==> src/tscf_pkg.sv <==
// ----------------------------------------------------------------------------
// tscf_pkg
// shared types and constants of the text stream filter: register indexes,
// character codes and the job record passed from front to back
// ----------------------------------------------------------------------------
package tscf_pkg;

  // configuration register indexes
  localparam int unsigned CFG_INDEX_W = 3;
  localparam logic [CFG_INDEX_W-1:0] REG_NUMBER_NONBLANK  = 3'd0;
  localparam logic [CFG_INDEX_W-1:0] REG_NUMBER_ALL       = 3'd1;
  localparam logic [CFG_INDEX_W-1:0] REG_SHOW_ENDS        = 3'd2;
  localparam logic [CFG_INDEX_W-1:0] REG_SHOW_TABS        = 3'd3;
  localparam logic [CFG_INDEX_W-1:0] REG_SHOW_NONPRINTING = 3'd4;
  localparam logic [CFG_INDEX_W-1:0] REG_SQUEEZE_BLANK    = 3'd5;

  // character codes
  localparam logic [7:0] CHAR_TAB    = 8'd9;
  localparam logic [7:0] CHAR_NL     = 8'd10;
  localparam logic [7:0] CHAR_SPACE  = 8'd32;
  localparam logic [7:0] CHAR_DOLLAR = 8'd36;
  localparam logic [7:0] CHAR_DASH   = 8'd45;
  localparam logic [7:0] CHAR_ZERO   = 8'd48;
  localparam logic [7:0] CHAR_QUERY  = 8'd63;
  localparam logic [7:0] CHAR_I      = 8'd73;
  localparam logic [7:0] CHAR_M      = 8'd77;
  localparam logic [7:0] CHAR_CARET  = 8'd94;

  // byte class boundaries for caret and meta notation
  localparam logic [7:0] CTRL_LIMIT  = 8'd32;
  localparam logic [7:0] CTRL_OFFSET = 8'd64;
  localparam logic [7:0] CHAR_DEL    = 8'd127;
  localparam logic [7:0] META_BASE   = 8'd128;
  localparam logic [7:0] META_PRINT  = 8'd160;
  localparam logic [7:0] META_DEL    = 8'd255;

  // line number field
  localparam logic [3:0] DEC_MAX_DIGIT = 4'd9;
  localparam int unsigned PAD_WIDTH    = 6;

  // queue between front and back
  localparam int unsigned QUEUE_DEPTH = 2;

  // most bytes of text an item expands to, after any line number
  localparam int unsigned BODY_MAX = 4;

  typedef struct packed {
    logic                     numbered;
    logic [2:0]               body_len;
    logic [BODY_MAX-1:0][7:0] body;
  } job_t;

  typedef struct packed {
    logic full;
    logic empty;
  } queue_status_t;

endpackage

==> src/tscf_item_if.sv <==
// ----------------------------------------------------------------------------
// tscf_item_if
// input channel: one raw text byte per request with a start-of-file mark
// ----------------------------------------------------------------------------
interface tscf_item_if;
  logic       valid;
  logic       ready;
  logic [7:0] data_byte;
  logic       file_start;

  modport source (output valid, data_byte, file_start, input ready);
  modport sink (input valid, data_byte, file_start, output ready);
endinterface

==> src/tscf_result_if.sv <==
// ----------------------------------------------------------------------------
// tscf_result_if
// output channel: one output character per request, last marks end of run
// ----------------------------------------------------------------------------
interface tscf_result_if;
  logic       valid;
  logic       ready;
  logic [7:0] out_byte;
  logic       last_of_run;

  modport source (output valid, out_byte, last_of_run, input ready);
  modport sink (input valid, out_byte, last_of_run, output ready);
endinterface

==> src/tscf_cfg_if.sv <==
// ----------------------------------------------------------------------------
// tscf_cfg_if
// configuration write channel: register index and write data
// ----------------------------------------------------------------------------
interface tscf_cfg_if;
  logic                               valid;
  logic                               ready;
  logic [tscf_pkg::CFG_INDEX_W-1:0]   index;
  logic                               wdata;

  modport source (output valid, index, wdata, input ready);
  modport sink (input valid, index, wdata, output ready);
endinterface

==> src/tscf_front.sv <==
// ----------------------------------------------------------------------------
// tscf_front
// accepts text bytes, tracks line state and the decimal line count, and
// turns each byte that is not squeezed away into a job for the output sequencer
// ----------------------------------------------------------------------------
module tscf_front #(
  parameter int unsigned NUMBER_DIGITS = 7
) (
  input  logic                          clk,
  input  logic                          rst,
  tscf_item_if.sink                     item,
  tscf_cfg_if.sink                      cfg,
  output tscf_pkg::job_t                job,
  output logic [NUMBER_DIGITS-1:0][3:0] job_digits,
  output logic                          push,
  input  logic                          queue_full
);

  logic number_nonblank;
  logic number_all;
  logic show_ends;
  logic show_tabs;
  logic show_nonprinting;
  logic squeeze_blank;

  logic [NUMBER_DIGITS-1:0][3:0] digits;
  logic                          prev_nl;
  logic                          squeezing;

  logic [7:0]                    ch;
  logic                          is_nl;
  logic                          start_prev_nl;
  logic                          start_squeezing;
  logic [NUMBER_DIGITS-1:0][3:0] start_digits;
  logic [NUMBER_DIGITS-1:0][3:0] inc_digits;
  logic [NUMBER_DIGITS-1:0][3:0] digits_next;
  logic                          all_nine;
  logic                          carry;
  logic                          blank_repeat;
  logic                          drop;
  logic                          numbered;
  logic                          accept;

  assign cfg.ready = 1'b1;

  always_ff @(posedge clk) begin
    if (rst) begin
      number_nonblank  <= 1'b0;
      number_all       <= 1'b0;
      show_ends        <= 1'b0;
      show_tabs        <= 1'b0;
      show_nonprinting <= 1'b0;
      squeeze_blank    <= 1'b0;
    end else if (cfg.valid) begin
      case (cfg.index)
        tscf_pkg::REG_NUMBER_NONBLANK:  number_nonblank  <= cfg.wdata;
        tscf_pkg::REG_NUMBER_ALL:       number_all       <= cfg.wdata;
        tscf_pkg::REG_SHOW_ENDS:        show_ends        <= cfg.wdata;
        tscf_pkg::REG_SHOW_TABS:        show_tabs        <= cfg.wdata;
        tscf_pkg::REG_SHOW_NONPRINTING: show_nonprinting <= cfg.wdata;
        tscf_pkg::REG_SQUEEZE_BLANK:    squeeze_blank    <= cfg.wdata;
        default: ;
      endcase
    end
  end

  // per-file state as seen by this byte
  always_comb begin
    ch              = item.data_byte;
    is_nl           = (ch == tscf_pkg::CHAR_NL);
    start_prev_nl   = item.file_start | prev_nl;
    start_squeezing = !item.file_start & squeezing;
    start_digits    = item.file_start ? '0 : digits;
    blank_repeat    = squeeze_blank & is_nl & start_prev_nl;
    drop            = blank_repeat & start_squeezing;
    numbered        = start_prev_nl & (number_nonblank ? !is_nl : number_all);
  end

  // decimal increment, holding at all nines
  always_comb begin
    carry    = 1'b1;
    all_nine = 1'b1;
    for (int i = 0; i < NUMBER_DIGITS; i++) begin
      if (start_digits[i] != tscf_pkg::DEC_MAX_DIGIT) all_nine = 1'b0;
      if (carry) begin
        if (start_digits[i] == tscf_pkg::DEC_MAX_DIGIT) begin
          inc_digits[i] = 4'd0;
        end else begin
          inc_digits[i] = start_digits[i] + 4'd1;
          carry         = 1'b0;
        end
      end else begin
        inc_digits[i] = start_digits[i];
      end
    end
    if (!numbered) begin
      digits_next = start_digits;
    end else if (all_nine) begin
      digits_next = start_digits;
    end else begin
      digits_next = inc_digits;
    end
  end

  // text that follows any line number
  always_comb begin
    job.numbered = numbered;
    job.body     = '0;
    job.body_len = 3'd1;
    job.body[0]  = ch;
    if (is_nl && show_ends) begin
      job.body[0]  = tscf_pkg::CHAR_DOLLAR;
      job.body[1]  = tscf_pkg::CHAR_NL;
      job.body_len = 3'd2;
    end else if (is_nl) begin
      job.body_len = 3'd1;
    end else if (ch == tscf_pkg::CHAR_TAB && show_tabs) begin
      job.body[0]  = tscf_pkg::CHAR_CARET;
      job.body[1]  = tscf_pkg::CHAR_I;
      job.body_len = 3'd2;
    end else if (show_nonprinting && ch < tscf_pkg::CTRL_LIMIT &&
                 ch != tscf_pkg::CHAR_TAB) begin
      job.body[0]  = tscf_pkg::CHAR_CARET;
      job.body[1]  = ch + tscf_pkg::CTRL_OFFSET;
      job.body_len = 3'd2;
    end else if (show_nonprinting && ch == tscf_pkg::CHAR_DEL) begin
      job.body[0]  = tscf_pkg::CHAR_CARET;
      job.body[1]  = tscf_pkg::CHAR_QUERY;
      job.body_len = 3'd2;
    end else if (show_nonprinting && ch >= tscf_pkg::META_BASE) begin
      job.body[0] = tscf_pkg::CHAR_M;
      job.body[1] = tscf_pkg::CHAR_DASH;
      if (ch < tscf_pkg::META_PRINT) begin
        job.body[2]  = tscf_pkg::CHAR_CARET;
        job.body[3]  = ch - tscf_pkg::CTRL_OFFSET;
        job.body_len = 3'd4;
      end else if (ch == tscf_pkg::META_DEL) begin
        job.body[2]  = tscf_pkg::CHAR_CARET;
        job.body[3]  = tscf_pkg::CHAR_QUERY;
        job.body_len = 3'd4;
      end else begin
        job.body[2]  = ch - tscf_pkg::META_BASE;
        job.body_len = 3'd3;
      end
    end
  end

  assign job_digits = digits_next;
  assign item.ready = !queue_full;
  assign accept     = item.valid & !queue_full;
  assign push       = accept & !drop;

  // a dropped newline never carries a file start, so it changes no state
  always_ff @(posedge clk) begin
    if (rst) begin
      digits    <= '0;
      prev_nl   <= 1'b1;
      squeezing <= 1'b0;
    end else if (push) begin
      digits    <= digits_next;
      prev_nl   <= is_nl;
      squeezing <= blank_repeat;
    end
  end

endmodule

==> src/tscf_queue.sv <==
// ----------------------------------------------------------------------------
// tscf_queue
// short first-in first-out queue of jobs between front and back
// ----------------------------------------------------------------------------
module tscf_queue #(
  parameter int unsigned WIDTH = 8,
  parameter int unsigned DEPTH = 2
) (
  input  logic                    clk,
  input  logic                    rst,
  input  logic                    push,
  input  logic [WIDTH-1:0]        push_data,
  input  logic                    pop,
  output logic [WIDTH-1:0]        head,
  output tscf_pkg::queue_status_t status
);

  localparam int unsigned AW = (DEPTH > 1) ? $clog2(DEPTH) : 1;
  localparam int unsigned CW = $clog2(DEPTH + 1);

  logic [WIDTH-1:0] mem [DEPTH];
  logic [AW-1:0]    wr_ptr;
  logic [AW-1:0]    rd_ptr;
  logic [CW-1:0]    count;

  assign status.full  = (count == CW'(DEPTH));
  assign status.empty = (count == '0);
  assign head         = mem[rd_ptr];

  always_ff @(posedge clk) begin
    if (push) begin
      mem[wr_ptr] <= push_data;
    end
  end

  always_ff @(posedge clk) begin
    if (rst) begin
      wr_ptr <= '0;
      rd_ptr <= '0;
      count  <= '0;
    end else begin
      if (push) begin
        wr_ptr <= (wr_ptr == AW'(DEPTH - 1)) ? '0 : wr_ptr + AW'(1);
      end
      if (pop) begin
        rd_ptr <= (rd_ptr == AW'(DEPTH - 1)) ? '0 : rd_ptr + AW'(1);
      end
      if (push && !pop) begin
        count <= count + CW'(1);
      end else if (pop && !push) begin
        count <= count - CW'(1);
      end
    end
  end

endmodule

==> src/tscf_back.sv <==
// ----------------------------------------------------------------------------
// tscf_back
// output sequencer: walks the head job one character per cycle, while the
// result is taken, into the registered output stage
// ----------------------------------------------------------------------------
module tscf_back #(
  parameter int unsigned NUMBER_DIGITS = 7
) (
  input  logic                          clk,
  input  logic                          rst,
  input  tscf_pkg::job_t                job,
  input  logic [NUMBER_DIGITS-1:0][3:0] digits,
  input  logic                          queue_empty,
  output logic                          pop,
  output logic                          busy,
  tscf_result_if.source                 result
);

  localparam int unsigned CW  = $clog2(NUMBER_DIGITS + 1);
  localparam int unsigned PW  = $clog2(NUMBER_DIGITS + 6);
  localparam int unsigned BIW = $clog2(tscf_pkg::BODY_MAX);

  logic [PW-1:0] pos;
  logic [CW-1:0] nd;
  logic [CW-1:0] field_w;
  logic [PW-1:0] num_len;
  logic [PW-1:0] total;
  logic [PW-1:0] col;
  logic [PW-1:0] body_idx;
  logic [7:0]    char_sel;
  logic          last;
  logic          take;
  logic          emit;

  // significant digits and padded field width
  always_comb begin
    nd = CW'(1);
    for (int i = 1; i < NUMBER_DIGITS; i++) begin
      if (digits[i] != 4'd0) nd = CW'(i + 1);
    end
    field_w = (nd > CW'(tscf_pkg::PAD_WIDTH)) ? nd : CW'(tscf_pkg::PAD_WIDTH);
    num_len = job.numbered ? PW'(field_w) + PW'(1) : '0;
    total   = num_len + PW'(job.body_len);
    last    = (pos == total - PW'(1));
  end

  // character at the current position
  always_comb begin
    col      = PW'(field_w) - PW'(1) - pos;
    body_idx = pos - num_len;
    char_sel = job.body[body_idx[BIW-1:0]];
    if (pos < num_len) begin
      if (pos == PW'(field_w)) begin
        char_sel = tscf_pkg::CHAR_TAB;
      end else begin
        char_sel = tscf_pkg::CHAR_SPACE;
        for (int i = 0; i < NUMBER_DIGITS; i++) begin
          if (col == PW'(i) && PW'(i) < PW'(nd)) begin
            char_sel = tscf_pkg::CHAR_ZERO + {4'd0, digits[i]};
          end
        end
      end
    end
  end

  assign take = !result.valid | result.ready;
  assign emit = take & !queue_empty;
  assign pop  = emit & last;
  assign busy = (pos != '0);

  always_ff @(posedge clk) begin
    if (rst) begin
      result.valid <= 1'b0;
      pos          <= '0;
    end else if (emit) begin
      result.valid <= 1'b1;
      pos          <= last ? '0 : pos + PW'(1);
    end else if (result.ready) begin
      result.valid <= 1'b0;
    end
  end

  always_ff @(posedge clk) begin
    if (emit) begin
      result.out_byte    <= char_sel;
      result.last_of_run <= last;
    end
  end

endmodule

==> src/text_stream_cat_filter.sv <==
// ----------------------------------------------------------------------------
// text_stream_cat_filter
// cat-style text filter: line numbering, blank line squeezing, end marks,
// tab and control character display
// ----------------------------------------------------------------------------
// One text byte enters per request and produces one to twelve output
// characters (none for a squeezed blank line), the last of them flagged with
// last_of_run. The output port moves one character per cycle while the
// result is taken, and an item that expands to n characters holds the output
// sequencer until all n have gone out; inputs keep flowing into a two-entry
// job queue in the meantime and stall only when it is full. The first
// character of an accepted byte goes through the job queue into the output
// register, from which it can be taken. Line numbers are kept as a decimal
// counter of NUMBER_DIGITS digits, saturating at all nines, printed right
// aligned in a field of at least six characters and followed by a tab. There
// is no clearing pass after reset. Configuration writes complete at once and
// should only be issued while the filter is idle.
// ----------------------------------------------------------------------------
module text_stream_cat_filter #(
  parameter int unsigned NUMBER_DIGITS = 7
) (
  input  logic          clk,
  input  logic          rst,
  tscf_item_if.sink     item,
  tscf_result_if.source result,
  tscf_cfg_if.sink      cfg
);

  // queue entry carries the job record and the decimal line number
  localparam int unsigned QW = $bits(tscf_pkg::job_t) + NUMBER_DIGITS * 4;

  tscf_pkg::job_t                job;
  logic [NUMBER_DIGITS-1:0][3:0] job_digits;
  logic                          q_push;
  logic                          q_pop;
  logic [QW-1:0]                 q_head;
  tscf_pkg::queue_status_t       q_status;
  tscf_pkg::job_t                head_job;
  logic [NUMBER_DIGITS-1:0][3:0] head_digits;
  logic                          back_busy;

  // front: takes requests, applies squeeze and numbering decisions
  tscf_front #(
    .NUMBER_DIGITS(NUMBER_DIGITS)
  ) u_front (
    .clk        (clk),
    .rst        (rst),
    .item       (item),
    .cfg        (cfg),
    .job        (job),
    .job_digits (job_digits),
    .push       (q_push),
    .queue_full (q_status.full)
  );

  // decouples intake from the output, which moves one character per cycle unless stalled
  tscf_queue #(
    .WIDTH(QW),
    .DEPTH(tscf_pkg::QUEUE_DEPTH)
  ) u_queue (
    .clk       (clk),
    .rst       (rst),
    .push      (q_push),
    .push_data ({job_digits, job}),
    .pop       (q_pop),
    .head      (q_head),
    .status    (q_status)
  );

  assign {head_digits, head_job} = q_head;

  // back: expands the head job into output characters
  tscf_back #(
    .NUMBER_DIGITS(NUMBER_DIGITS)
  ) u_back (
    .clk         (clk),
    .rst         (rst),
    .job         (head_job),
    .digits      (head_digits),
    .queue_empty (q_status.empty),
    .pop         (q_pop),
    .busy        (back_busy),
    .result      (result)
  );

  // no job is written into a full queue
  a_no_overflow : assert property (@(posedge clk) disable iff (rst)
    q_push |-> !q_status.full)
    else $error("job pushed into full queue");

  // retiring a job always leaves its final character in the output stage
  a_pop_marks_last : assert property (@(posedge clk) disable iff (rst)
    q_pop |=> (result.valid && result.last_of_run))
    else $error("job retired without a last character");

  // a job part way through expansion is still at the head of the queue
  a_busy_has_job : assert property (@(posedge clk) disable iff (rst)
    back_busy |-> !q_status.empty)
    else $error("sequencer mid-job with empty queue");

endmodule
==> src/flat_wrapper.sv <==
// flat-port wrapper written by rule: the top's interface ports become plain ports
module text_stream_cat_filter_flat 
#(
  parameter int unsigned NUMBER_DIGITS = 7
)
  (clk, rst, item_valid, item_data_byte, item_file_start, item_ready, result_valid, result_out_byte, result_last_of_run, result_ready, cfg_valid, cfg_index, cfg_wdata, cfg_ready);
  tscf_item_if item_i ();
  tscf_result_if result_i ();
  tscf_cfg_if cfg_i ();
  input  logic clk;
  input  logic rst;
  input wire logic [$bits(item_i.valid)-1:0] item_valid;
  input wire logic [$bits(item_i.data_byte)-1:0] item_data_byte;
  input wire logic [$bits(item_i.file_start)-1:0] item_file_start;
  output wire logic [$bits(item_i.ready)-1:0] item_ready;
  output wire logic [$bits(result_i.valid)-1:0] result_valid;
  output wire logic [$bits(result_i.out_byte)-1:0] result_out_byte;
  output wire logic [$bits(result_i.last_of_run)-1:0] result_last_of_run;
  input wire logic [$bits(result_i.ready)-1:0] result_ready;
  input wire logic [$bits(cfg_i.valid)-1:0] cfg_valid;
  input wire logic [$bits(cfg_i.index)-1:0] cfg_index;
  input wire logic [$bits(cfg_i.wdata)-1:0] cfg_wdata;
  output wire logic [$bits(cfg_i.ready)-1:0] cfg_ready;
  assign item_i.valid = item_valid;
  assign item_i.data_byte = item_data_byte;
  assign item_i.file_start = item_file_start;
  assign item_ready = item_i.ready;
  assign result_valid = result_i.valid;
  assign result_out_byte = result_i.out_byte;
  assign result_last_of_run = result_i.last_of_run;
  assign result_i.ready = result_ready;
  assign cfg_i.valid = cfg_valid;
  assign cfg_i.index = cfg_index;
  assign cfg_i.wdata = cfg_wdata;
  assign cfg_ready = cfg_i.ready;
  text_stream_cat_filter #(.NUMBER_DIGITS(NUMBER_DIGITS)) u_core (.clk(clk), .rst(rst), .item(item_i), .result(result_i), .cfg(cfg_i));
endmodule
==> config.mk <==
export PLATFORM = sky130hd
export DESIGN_NAME = text_stream_cat_filter_flat
export DESIGN_NICKNAME = d
export VERILOG_FILES = /design/src/tscf_pkg.sv /design/src/tscf_item_if.sv /design/src/tscf_result_if.sv /design/src/tscf_cfg_if.sv /design/src/tscf_front.sv /design/src/tscf_queue.sv /design/src/tscf_back.sv /design/src/text_stream_cat_filter.sv /design/src/flat_wrapper.sv
export SDC_FILE = /design/constraint.sdc
export NUM_CORES = 1
export LEC_CHECK = 0
export ABC_CLOCK_PERIOD_IN_PS = 12350
export BUFFER_PORTS_ARGS = -buffer_cell sky130_fd_sc_hd__buf_2
export CAP_MARGIN = 20
export CORE_ASPECT_RATIO = 0.5
export CORE_MARGIN = 1.5
export CORE_UTILIZATION = 55
export CTS_CLUSTER_SIZE = 28
export DETAILED_ROUTE_END_ITERATION = 8
export GPL_ROUTABILITY_DRIVEN = 0
export PLACE_DENSITY = 0.78
export SLEW_MARGIN = 20
export SYNTH_ARGS = -nofsm -noshare
export SYNTH_HDL_FRONTEND = slang
export SYNTH_SLANG_ARGS = --single-unit
==> constraint.sdc <==
create_clock -name clk -period 12.35 [get_ports clk]
set_input_delay 0.6175 -clock clk [delete_from_list [all_inputs] [get_ports clk]]
set_output_delay 0.6175 -clock clk [all_outputs]
set_load 0.02 [all_outputs]
== Yosys cells after proc, flatten, opt, wreduce, memory -nomap -nowiden ==
Memory sizes are Yosys's and may differ from the RTL's. A register that Yosys moved wholly into a read port is not among the register bits.
Index checks and enable logic that the tools add are counted.

* Bitwise logic cells: 11
* Eq/ne operators: 33
* Reductions and logical operators: 40
* Add/subtract/negate cells: 28
* $lt $le $gt $ge: 13
* Muxes and demuxes: 84

{| class="wikitable"
|+ Operator list
! operator !! number
|-
| 16-bit two-way mux || 8
|-
| 28-bit two-way mux || 3
|-
| 8-bit two-way mux || 10
|-
| 4-bit two-way mux || 15
|-
| 6-bit by 4-bit adder with 7-bit output (first input constant) || 7
|-
| 3-bit two-way mux || 12
|-
| 35-bit two-way mux || 1
|-
| 4-bit by 1-bit adder with 4-bit output (second input constant) || 8
|-
| 32-bit two-way mux || 1
|-
| 4-bit == test (second input constant) || 7
|-
| 4-bit inequality test (second input constant) || 7
|-
| 1-bit two-way mux || 27
|-
| 4-bit nonzero test || 6
|-
| 19-bit two-way mux || 1
|-
| 8-bit binary-select mux with 2-bit select || 1
|-
| 8-bit by 4-bit == test with 1-bit output (second input constant) || 2
|-
| 1-bit logical AND || 15
|-
| 4-bit by 3-bit == test with 1-bit output (second input constant) || 3
|-
| 2-bit AND reduction || 6
|-
| 1-bit bitwise AND || 9
|-
| 3-bit less-than comparator (first input constant) || 3
|-
| 8-bit by 7-bit adder with 8-bit output (second input constant) || 1
|-
| 4-bit by 2-bit == test with 1-bit output (second input constant) || 2
|-
| 8-bit by 7-bit == test with 1-bit output (second input constant) || 1
|-
| 37 further kinds || 53
|}

* Bits in registers: 54
* Input port bits: 18
* Bits in writable memories: 128
* Memories kept: 1
* Logic and storage cells: 232

{| class="wikitable"
|+ Memories
! name !! depth !! width !! read ports !! clocked after memory_dff !! wr ports !! RTL line !! source
|-
| u_core.u_queue.mem || 2 || 64 || 1 || 1 || 1 || tscf_queue.sv:21 || <nowiki>logic [WIDTH-1:0] mem [DEPTH];</nowiki>
|}

== Longest topological paths before layout ==
* Depth after elaboration: 22
* Gate-level depth with buffers: 20
* Gate-level depth less buffers: 19

== Modules after synthesis ==
From an unflattened synthesis, not the netlist that was laid out.

* Cells, all modules: 831
* Area, all modules: 9618.0 sq um

{| class="wikitable"
|+ By module, submodules not included
! module !! cells an instance !! instances !! area each (sq um) !! sequential area each (sq um)
|-
| tscf_queue || 221 || 1 || 4847.1 || 3943.8
|-
| tscf_front || 448 || 1 || 3216.8 || 720.7
|-
| tscf_back || 162 || 1 || 1554.0 || 370.4
|}

== Worst setup path after synthesis ==
OpenSTA, ideal clock, no wires.

* Kind: input port to flip-flop
* Start: in item_data_byte[6]
* End: mem u_core.u_queue.mem[0][0] in the netlist's numbering, enable pin
* Path buffers: 2
* Data arrival time: 4.427 ns
* Setup time: 0.487 ns
* Stages: 8
* Path slack: 7.436 ns
* Cells stage by stage: inv_1 -> ha_1 -> nor4b_4 -> and2_1 -> clkbuf_1 -> a21o_1 -> clkbuf_1 -> nor2_1

* Cells in the longest elaborated chain, start to end: 8

{| class="wikitable"
|+ RTL lines
! item !! RTL line !! source
|-
| from (decl) || flat_wrapper.sv:13 || <nowiki>input wire logic [$bits(item_i.data_byte)-1:0] item_data_byte;</nowiki>
|-
| 8-bit by 4-bit == test with 1-bit output || tscf_front.sv:70 || <nowiki>is_nl = (ch == tscf_pkg::CHAR_NL);</nowiki>
|-
| 1-bit bitwise AND (2 in series) || tscf_front.sv:74 || <nowiki>blank_repeat = squeeze_blank & is_nl & start_prev_nl;</nowiki>
|-
| 1-bit bitwise AND || tscf_front.sv:75 || <nowiki>drop = blank_repeat & start_squeezing;</nowiki>
|-
| 1-bit logical NOT || tscf_front.sv:151 || <nowiki>assign push = accept & !drop;</nowiki>
|-
| 1-bit bitwise AND || tscf_front.sv:151 ||
|-
| 1-bit two-way mux || tscf_queue.sv:31 || <nowiki>if (push) begin</nowiki>
|-
| 1-bit two-way mux (not written as such) || tscf_queue.sv:32 || <nowiki>mem[wr_ptr] <= push_data;</nowiki>
|-
| to (decl) || tscf_queue.sv:21 ||
|}

No other way between the ends.

==> impl_metrics.json <==
{
  "yosys_most_used_dff": "edfxtp_1",
  "hold_slack_ns": 0.495,
  "clockBufferDepth": 2,
  "fin_crit_sh_pct": 40.9,
  "wl_per_cell_um": 20.6,
  "setup_violations": 0,
  "seq_area_um2": 5040,
  "cts_sinks": 183,
  "max_cap_violations": 0,
  "finClkSkew_ns": 0.0127,
  "rows": 33,
  "comb_power_share_pct": 31.2,
  "grt_pass1_vias": 6581,
  "ant_nets": 0,
  "grt_max_degree": 65,
  "p_int_mw": 1.40,
  "dieArea_um2": 18200,
  "antenna_found_initial": 0,
  "grt.overflow.total": 0,
  "cts-root-buf": "clkbuf_16",
  "numCtsBuffers": 17,
  "cts_tree": "done",
  "post-route-util_pct": 62.8,
  "maxSlewViolCount": 0,
  "synth_top_cell_by_area": "edfxtp_1",
  "first_pass_iters": 5,
  "period_minus_slack_ns": 5.05,
  "synth_top_area_share_pct": 43.1,
  "criticalPathCategory": "reg2reg",
  "synth_edf_count": 137,
  "rsz0062_at_grt": "false",
  "hold_viol": 0,
  "tns_ns": 0,
  "critPathMaxFanout": 56,
  "syn_area_um2": 9550,
  "p_leak_nw": 3.54,
  "io_pins": 30,
  "syn2layout_area_growth_pct": 9.80,
  "relSlewSlack_pct": 37.2,
  "post_cts_buffers": 0,
  "clkTransAtPathRegs_ns": 0.07,
  "crit_arrival_ns": 5.41,
  "postCtsHoldBufs": 0,
  "ys_types": 81,
  "pwr-share-seq_pct": 39.9,
  "yosys-top-cells-area": "edfxtp_1 43%, dfxtp_1 9.6%, mux4_2 5.2%",
  "nets": 890,
  "clkLatencyLatePin_ns": 0.43,
  "cp-end-kind": "register",
  "cts_resized": 0,
  "multi_input_area_um2": 4200,
  "core_area_um2": 16700,
  "p_sw_mw": 0.685,
  "drcViolationCount": 0,
  "finalWirelength_um": 22500,
  "cp_cell_sequence": "buf_4 > or4b_1 > o22ai_2 > inv_2 > ha_1 > nand2_1 > ha_1 > inv_1 > ha_1 > inv_1 > fa_1 > xnor2_1 > xnor2_1 > xnor2_1 > nor3b_2 > inv_1 > ha_1 > or3_1 > a21oi_1",
  "worstPathRequired_ns": 12.71,
  "portBuffers": 28,
  "synth-seq-area-share_pct": 52.7,
  "totalPowerFinal_mw": 2.09,
  "ir_drop_mv": 0.0978,
  "nFillCells": 1241,
  "dr.first_iter.drc_count": 904,
  "track_usage_pct": 25.7,
  "slowest_stage": "buf_4",
  "max_clock_freq_ghz": 0.198,
  "dp_hpwl_um": 14900,
  "start_util_pct": 57.2,
  "synth.ff_latch_count": 183,
  "avgSynthCellArea_um2": 11.3,
  "p_clk_share_pct": 29.0,
  "htreeDepth": 4,
  "final_common_cell": "edfxtp_1",
  "worstHoldPathType": "reg2reg",
  "netlist_instances": 844,
  "slowest_delay_ns": 0.64,
  "run_status": "finished, final reports clean",
  "drive_gt1_share_pct": 13.5,
  "grt_pass1_wl_um": 35600,
  "vias": 7023,
  "stdcell_count": 1093,
  "drt-vias-per-instance": 6.43,
  "dp_cells": 1061,
  "critPathMostFrequentCell": "ha_1",
  "power_per_cell_area_nw_per_um2": 199,
  "switching_share_pct": 32.9,
  "final_cell_mix": "137 x edfxtp_1, 70 x nor2_1, 60 x nand2_1",
  "tightest_slew_ns": 0.941,
  "async_flop_share_pct": 0,
  "die_h_um": 96.2,
  "die_x_um": 189,
  "cp-start-kind": "register",
  "ys_warn_count": 0,
  "diodes": 0
}
## power by group through the flow
stage,sequential [mW],combinational (mW),clock [mW]
floorplan,0.850,0.456,0
global placement,0.837,0.624,0
detailed placement,0.843,0.646,0
CTS,0.830,0.651,0.608
global route,0.839,0.702,0.631
finish,0.831,0.650,0.605
## per-layer routing
metal	GRT usage, %	up-vias	part of all wire, %
met5	0	-	0
met4	7.87	0	2.1
li1	-	3206	-
met3	4.81	53	7.5
met1	34.1	3410	43
met2	43.5	354	48
## kinds of logic after synthesis
| group | count (synthesis) | share of synthesized area [%] |
|---|---|---|
| simple gates | 299 | 17.4 |
| buf+inv | 81 | 3.54 |
| compound gates | 181 | 12.6 |
| xor+xnor | 23 | 2.11 |
| fa+ha+maj | 19 | 2.73 |
| flops | 183 | 52.7 |
| mux | 56 | 8.82 |
| other cells | 2 | 0.0787 |
## sequential cells by signal (all words and copies together) (netlist names), 2 cells and up, named ones only
signal / count
u_core.u_back.pos: 4
u_core.u_back.result.out_byte: 8
u_core.u_front.digits: 28
u_core.u_queue.count: 2
u_core.u_queue.mem: 128
## cell type report
| cell class | instances | area share [%] |
|---|---|---|
| Clock inverter | 13 | 2.08 |
| Clock buffer | 19 | 4.13 |
| Timing Repair Buffer | 35 | 1.84 |
| Inverter | 32 | 1.16 |
| Multi-Input combinational cell | 584 | 40.0 |
| Tap cell | 227 | 2.71 |
| Sequential cell | 183 | 48.0 |
## Yosys cell counts, types with 4 or more instances
library cell and count:
edfxtp_1 137, nor2_1 71, nand2_1 60, a21oi_1 54, dfxtp_1 46, o21ai_0 39
mux2i_1 29, inv_1 28, clkbuf_1 26, mux4_2 22, nor3_1 21, a31oi_1 16
ha_1 16, nand3_1 15, xnor2_1 15, buf_2 14, nand2b_1 14, nor2b_1 14
or3_1 12, and2_1 11, nor4_1 11, a211oi_1 9, nand4_1 9, and3_1 8
xor2_1 8, nor3b_1 7, a21o_1 6, a41oi_1 6, buf_1 6, o21a_1 6
o32ai_1 6, a22oi_1 5, mux2_2 5, nand3b_1 5, o22ai_1 5, or4_1 5
and4_1 4, nand4b_1 4, nor4bb_1 4, o31ai_1 4, or2_2 4
## worst max-delay path: cells and delay by family (launching register included)
kind / cells / cell delay (ns)
buffers and inverters: 5 / 0.91
adders and majority gates: 5 / 1.48
DFF: 1 / 0.31
AOI/OAI and AO/OA: 2 / 0.41
xor gates and xnor gates: 3 / 0.49
and+or+nand+nor: 4 / 1.32
## path summary, 6_finish.rpt
kind | slack (ns) | cells past startpoint | start | end
setup / recovery | 7.30 | 19 | register | u_core.u_queue.count[1]$_SDFFE_PP0P_
hold / removal | 0.49 | 2 | u_core.u_front.squeezing$_SDFFE_PP0P_ | u_core.u_front.squeezing$_SDFFE_PP0P_
setup reg to reg | 7.30 | 19 | register | u_core.u_queue.count[1]$_SDFFE_PP0P_
hold reg to reg | 0.49 | 2 | u_core.u_front.squeezing$_SDFFE_PP0P_ | u_core.u_front.squeezing$_SDFFE_PP0P_
## through the flow
| step | area [µm²] | setup WS (ns) |
|---|---|---|
| after global routing | 10500 | 7.00 |
| final | 10500 | 7.30 |
| after detailed placement | 9830 | 7.29 |
| after CTS | 10500 | 7.26 |
| after global placement | 9830 | 7.61 |
| after floorplan | 9560 | 7.44 |
(Power assumes the default switching activity.)
